$ cat src/rtl/pfs_pkg.sv
// Package with shared types and constants of the PCM FIFO sound port.
package pfs_pkg;
    localparam logic [1:0] KIND_WRITE = 2'd0;
    localparam logic [1:0] KIND_READ  = 2'd1;
    localparam logic [1:0] KIND_TICK  = 2'd2;

    localparam logic [15:0] ADDR_FM_MASK  = 16'hA460;
    localparam logic [15:0] ADDR_ZERO_A   = 16'hA462;
    localparam logic [15:0] ADDR_ZERO_B   = 16'hA464;
    localparam logic [15:0] ADDR_STATUS   = 16'hA466;
    localparam logic [15:0] ADDR_FIFO_CTL = 16'hA468;
    localparam logic [15:0] ADDR_DAC_CTL  = 16'hA46A;
    localparam logic [15:0] ADDR_FIFO_DAT = 16'hA46C;
    localparam logic [15:0] ADDR_MUTE     = 16'hA66E;

    localparam logic [15:0] GAIN_RESET = 16'h8000;
    localparam logic [7:0]  DAC_RESET  = 8'h32;
    localparam logic [15:0] THR_RESET  = 16'h0080;
    localparam logic [15:0] THR_MAX    = 16'h7FFC;
    localparam logic [7:0]  MUTE_RESET = 8'h01;

    typedef struct packed {
        logic [1:0]  kind;
        logic [15:0] addr;
        logic [7:0]  data;
    } item_t;
endpackage

$ cat src/rtl/pfs_queue.sv
// Two-entry queue that decouples the front end from the back end.
module pfs_queue
(
    input  logic           clk,
    input  logic           rst_n,
    input  logic           in_valid,
    input  pfs_pkg::item_t in_item,
    output logic           in_full,
    output logic           out_valid,
    input  logic           out_take,
    output pfs_pkg::item_t out_item
);
    pfs_pkg::item_t mem_reg [2];
    logic       wr_reg;
    logic       rd_reg;
    logic [1:0] cnt_reg;
    logic       push;
    logic       pop;

    assign in_full   = cnt_reg == 2'd2;
    assign out_valid = cnt_reg != 2'd0;
    assign out_item  = mem_reg[rd_reg];
    assign push      = in_valid && !in_full;
    assign pop       = out_valid && out_take;

    always_ff @(posedge clk)
    begin
        if (push)
        begin
            mem_reg[wr_reg] <= in_item;
        end
    end

    always_ff @(posedge clk or negedge rst_n)
    begin
        if (!rst_n)
        begin
            wr_reg  <= 1'b0;
            rd_reg  <= 1'b0;
            cnt_reg <= 2'd0;
        end
        else
        begin
            if (push)
            begin
                wr_reg <= !wr_reg;
            end
            if (pop)
            begin
                rd_reg <= !rd_reg;
            end
            cnt_reg <= cnt_reg + {1'b0, push} - {1'b0, pop};
        end
    end
endmodule

$ cat config.mk
export PLATFORM = sky130hd
export DESIGN_NAME = pfs_queue
export DESIGN_NICKNAME = d
export VERILOG_FILES = /design/src/rtl/pfs_pkg.sv /design/src/rtl/pfs_queue.sv
export SDC_FILE = /design/constraint.sdc
export NUM_CORES = 1
export LEC_CHECK = 0
export ABC_AREA = 1
export BUFFER_PORTS_ARGS = -buffer_cell sky130_fd_sc_hd__buf_2
export CAP_MARGIN = 20
export CORE_MARGIN = 3
export CORE_UTILIZATION = 40
export CTS_BUF_LIST = sky130_fd_sc_hd__clkbuf_4 sky130_fd_sc_hd__clkbuf_8
export CTS_CLUSTER_DIAMETER = 50
export CTS_CLUSTER_SIZE = 8
export DETAILED_ROUTE_END_ITERATION = 16
export PLACE_DENSITY_LB_ADDON = 0.25
export SYNTH_ARGS = -nofsm -noshare
export SYNTH_HDL_FRONTEND = slang
export SYNTH_SLANG_ARGS = --single-unit
export TNS_END_PERCENT = 10
$ cat constraint.sdc
create_clock -name clk -period 2.5 [get_ports clk]
set_input_delay 0 -clock clk [delete_from_list [all_inputs] [get_ports clk]]
set_output_delay 0 -clock clk [all_outputs]
set_load 0.02 [all_outputs]
==> results.md, run 1 <==
- Setup violations, final: 0
- Max-Cap Viols: 0
- 1st-pass router iterations: 4
- Yosys warns: 0
- Sw Share: 0.3904
- Seq pwr share: 0.454
- Adder-cell area share of the yosys netlist: 0.01158
- Clock power frac: 0.160
- Clock root buffer: clkbuf_8
- Commonest non-fill, non-tap cell in the layout: nand2_1
- WP buf/inv: 2
- Met2 usage: 0.2245
- Max Clk Rate: 572.8 MHz
- Crit-path cells: buf_4 -> nand2_1 -> nand2_1 -> buf_2
- Initial antenna violation count: 0
- Post-synthesis mux area share: 0
- Rows: 26
- First-pass GRT wire length: 6223 um
- DR DRC count: 0
- Syn Nets: 200
- Internal Power: 1.859 mW
- CP top delay family: flip-flops
- ANT nets after route: 0
- Register area share after synthesis: 0.7690
- Post-synthesis register bit count: 56
- Critical Path Max Stage Delay: 0.83 ns
- Inserted Clock Buffers: 5
- Highest ir drop seen on vdd: 0.6272 mV
- Kind of critical path: reg2out
- Post-Synth Simple-Gate Area: 0.1726
- CTS tree: built
- Relative slew slack: 0.5033
- Busiest layer in global routing: met2
- Port Buffer Count: 57
- Nets@finish: 291
- Number of clock sinks: 56
- CP required: 2.50 ns
- # H-tree levels: 2
- Die width: 79.50 um
- Crit path DAT: 1.75 ns
- Resized Gates After CTS: 0
- Routed Wire Length: 3764 um
- Slowest cell on crit path: dfrtp_1
- Main combinational cell family by area after synthesis: simple AND/OR/NAND/NOR gates
- Diodes inserted: 0
- Critical path endpoint category: primary output
- Area grow syn2layout: 33.47%
- Synthesized instance count: 168
- Logic pwr share: 0.386
- Share of cells above drive strength 1: 0.2885
- I/O Pins: 58
- Complex-gate fraction of the synthesized area: 0
- Worst slew pin tran: 0.7451 ns
- Top cell by count, worst path: nand2_1
- Setup crit start kind: flip-flop
- Largest register FFs: 52
- Synth Area per Inst: 12.86 sq um
- Sw power: 1.191 mW
- Crit Path Max Fanout: 19
- Most frequent cells in the layout: nand2_1 (86), buf_2 (57), edfxtp_1 (52)
- Core area: 0.005172 sq mm
- Vias in the first global route: 1,433
- Grt met3 use: 0.04063
- Final cycle utilization of the critical path: 0.6983
- Power per cell area: 1058 mW/mm^2
- Largest net degree at the start of global routing: 28
- Crit path time final: 1.746 ns
- Fin Clk Skew: 0.005080 ns
- DR iter-0 viols: 86
- P_leak: 1.293 nW
- GR Overflow Total: 0
- Post-route setup TNS: 0 ns
- Slew Viols, Final: 0
- Clk buf depth: 2
- GRT Util Overall: 0.1313
- Yosys cell types: 12
- Clk pin slew, worst setup/hold paths: 0.09 ns
- Post-Synth XOR/XNOR Area: 0
- Final HPWL DP: 2448 um
- Tot Pwr: 3.050 mW
- Vias: 1,433
- Detailed-route wire length per cell: 11.41 um
- Clk_lat worst skew: 0.31 ns
- Height of the die: 79.50 um
- Hold Crit Class: in2async
- Final Hold Fails: 0
- Routed vias/inst: 4.342
- Status: finished, final reports clean
- Die area: 0.006320 sq mm
- Initial Util: 0.4178
- RSZ-0062 raised after global routing: no
- Grt met1 use: 0.1473
- Post-Syn Area: 0.002161 sq mm
- Routability cong.: 0.7489
worst register-to-register path: stages (launching register included):
cell,delay (ns)
dfrtp_1,0.41
nand2_1,0.11
nand2_1,0.11
nor2_2,0.33
buf_4,0.34
cell families (layout without fill, tap and decap cells):
logic type | Yosys count | in the layout
adder cells (fa/ha/maj) | 2 | 2
buffers and inverters | 15 | 107
flip-flops | 56 | 56
AND/OR/NAND/NOR | 95 | 95
area by class of cell:
class,count,area [sq um]
sequential,56,1662
timing repair buffer,89,598.1
inverter,10,45.04
multi-input combinational,97,400.4
fill,430,2288
tap,70,87.58
clock buffer,5,68.82
clock inverter,3,22.52
power groups by stage:
stage	clock (mW)	sequential (mW)	combinational [mW]
final	0.487	1.39	1.18
after global routing	0.536	1.42	1.33
after CTS	0.504	1.39	1.20
after detailed placement	0	1.41	1.17
after global placement	0	1.40	1.16
after floorplan	0	1.35	0.887
stage by stage:
step                worst slack, ns  hold slack [ns]    util  instance area [sq um]  instances
finish                       0.7542         0.003373  0.5576                   2884        330
floorplan                    0.4273          -0.2956       -                   2161        168
global placement             0.9342          -0.1870  0.4838                   2502        293
detailed placement           0.8845          -0.1886  0.4838                   2502        293
global route                 0.5785         0.004391  0.5576                   2884        330
CTS                          0.7032         0.007238  0.5576                   2884        330
worst paths after layout:
check	slack (ns)	cells after the start	startpoint	endpoint
max in group asynchronous	2.38	2	rst_n	rd_reg
worst max-delay path	0.75	4	rd_reg	out_item[19]
worst min-delay path	0.003	2	rst_n	cnt_reg[1]
worst max register to register	0.90	4	cnt_reg[1]	mem_reg[1][7]
worst min register to register	0.49	2	wr_reg	wr_reg
min in group clk	0.41	2	in_item[14]	mem_reg[0][14]
repair_timing:
action                    4_1_cts  5_1_grt
setup buffers                   0        0
hold endpoints to repair       58        0
hold buffers                   29        0
Yosys cell counts:
library cell   n  area (sq um)
nand2_1       86         322.8
buf_8          1         15.01
ha_1           2         25.02
inv_8          1         11.26
dfrtp_1        4         100.1
inv_1          9         33.78
nand2_2        5         31.28
edfxtp_1      52          1562
buf_6          3         33.78
buf_4          1         7.510
nor2_1         1         3.750
nand3_1        3         15.01
routing by layer:
| layer | vias to the layer above | share of wire | wire length (um) |
|---|---|---|---|
| li1 | 733 | - | - |
| met1 | 651 | 0.44 | 1639 |
| met2 | 40 | 0.49 | 1826 |
| met3 | 9 | 0.056 | 212 |
| met4 | 0 | 0.023 | 86 |
| met5 | - | 0 | 0 |
No activity file was read; power rests on OpenSTA's default activity.
==> inputs of run 2 (changes only) <==
- clock period: 2.5 -> 1.5 ns (I/O delays scaled with it)
==> results.md, run 2 (same netlist as run 1, synthesis figures left out) <==
- Routability cong.: 0.7847
- Most frequent cells in the layout: nand2_1 (84), buf_2 (57), edfxtp_1 (52)
- CP required: 1.70 ns
- Diodes inserted: 0
- Worst slew pin tran: 0.2191 ns
- Vias: 1,410
- Fin Clk Skew: 0.003068 ns
- Power per cell area: 1772 mW/mm^2
- Clk pin slew, worst setup/hold paths: 0.09 ns
- Post-route setup TNS: 0 ns
- WL met2: 2004 um
- Vias in the first global route: 1,452
- Worst reg-to-reg path cell count: 9
- Post-Route M1 WL: 1671 um
- Clock root buffer: clkbuf_8
- Initial Util: 0.4178
- Die width: 79.50 um
- Largest register FFs: 52
- Slack of the worst reg-to-reg path: 0.10 ns
- Inserted Clock Buffers: 5
- Clk buf depth: 2
- Relative slew slack: 0.8540
- DR iter-0 viols: 51
- Max layer used: met4
- Height of the die: 79.50 um
- 1st-pass router iterations: 4
- Final cycle utilization of the critical path: 0.9318
- Rows: 26
- Detailed-route wire length per cell: 11.84 um
- CTS tree: built
- Clk_lat worst skew: 0.30 ns
- Area grow syn2layout: 35.61%
- Initial antenna violation count: 0
- Port Buffer Count: 57
- Critical Path Start: cnt_reg[0]
- Max Clk Rate: 715.5 MHz
- Post-Place Cell Area: 0.002547 sq mm
- GR Overflow Total: 0
- Kind of critical path: reg2reg
- Final HPWL DP: 2540 um
- Final Hold Fails: 0
- Top cell by count, worst path: nand2_1
- Design area: 0.002930 sq mm
- RSZ-0062 raised after global routing: no
- Routed vias/inst: 4.247
- Die area: 0.006320 sq mm
- DR DRC count: 0
- Reg2reg end: cnt_reg[1]
- Setup crit start kind: flip-flop
- ANT nets after route: 0
- Hold Crit Class: in2async
- Critical Path Max Stage Delay: 0.39 ns
- First-pass GRT wire length: 6368 um
- Crit Path Max Fanout: 3
- # H-tree levels: 2
- P_leak: 1.309 nW
- Setup violations, final: 0
- GRT Util Overall: 0.1342
- R2r startpoint: cnt_reg[0]
- Crit path time final: 1.398 ns
- Largest net degree at the start of global routing: 28
- Core area: 0.005172 sq mm
- Slowest cell on crit path: dfrtp_1
- Highest ir drop seen on vdd: 0.9335 mV
- Share of cells above drive strength 1: 0.2977
- Fin util: 0.5665
- Fill cells: 442
- Crit path DAT: 1.60 ns
- Number of clock sinks: 56
- Routed Wire Length: 3931 um
- Slew Viols, Final: 0
- Status: finished, final reports clean
- Commonest non-fill, non-tap cell in the layout: nand2_1
- Max-Cap Viols: 0
- WL met3: 217 um
- Crit-path cells: inv_1 -> nand2_1 -> nand2_1 -> ha_1 -> inv_1 -> ha_1 -> inv_1 -> nand2_1 -> nand2_1
- I/O Pins: 58
- Critical path endpoint category: flip-flop
- Nets@finish: 293
-- run 2: worst max-delay path by stage --
stage,endpoint,slack (ns),cells after the start
after global placement,cnt_reg[1],0.15,10
after detailed placement,cnt_reg[1],0.11,10
after CTS,cnt_reg[1],0.09,10
final,cnt_reg[1],0.10,9
after floorplan,mem_reg[0][0],0.03,3
after global routing,out_item[12],0.004,4
-- run 2: critical path, delay by kind of cell (launching register included) --
family | cells | cell delay [ns]
simple gates | 4 | 0.33
buf+inv | 3 | 0.17
fa+ha+maj | 2 | 0.40
flops | 1 | 0.39
-- run 2: timing repair --
item                                    4_1_cts  5_1_grt
resized for setup                             0        2
endpoints found under the setup margin        0        1
endpoints found under the hold margin        58        0
hold buffers                                 29        0
buffers inserted                              0        0
-- run 2: final cells by class --
cell class / instances / area, sq um / area share
inverter: 10 / 45.04 / 0.01537
tap: 70 / 87.58 / 0.02989
multi-input combinational: 97 / 410.4 / 0.1401
clock buffer: 7 / 83.83 / 0.02861
sequential: 56 / 1662 / 0.5670
clock inverter: 1 / 3.754 / 0.001281
timing repair buffer: 91 / 638.1 / 0.2178
-- run 2: power by group --
group	internal, mW	total, mW	leakage (nW)	switching [mW]
registers	2.13	2.25	0.532	0.112
clock network	0.362	0.796	0.0467	0.434
logic	0.711	2.15	0.731	1.44
total	3.21	5.19	1.31	1.99
-- run 2: routing by layer --
metal  vias to the layer above  track usage
met5                         -            0
met4                         0      0.04639
met3                         5      0.03725
met2                        39       0.2254
met1                       632       0.1660
li1                        734            -
-- run 2: metrics by stage --
stage               setup slack, ns  hold WS (ns)  power (mW)  cells
finish                       0.1023       0.03096       5.192    332
global route               0.003571       0.01307       5.580    332
CTS                         0.08756       0.01800       5.269    332
detailed placement           0.1073       -0.1856       4.414    295
global placement             0.1506       -0.1845       4.380    295
floorplan                   0.03296       -0.2956       3.747    168
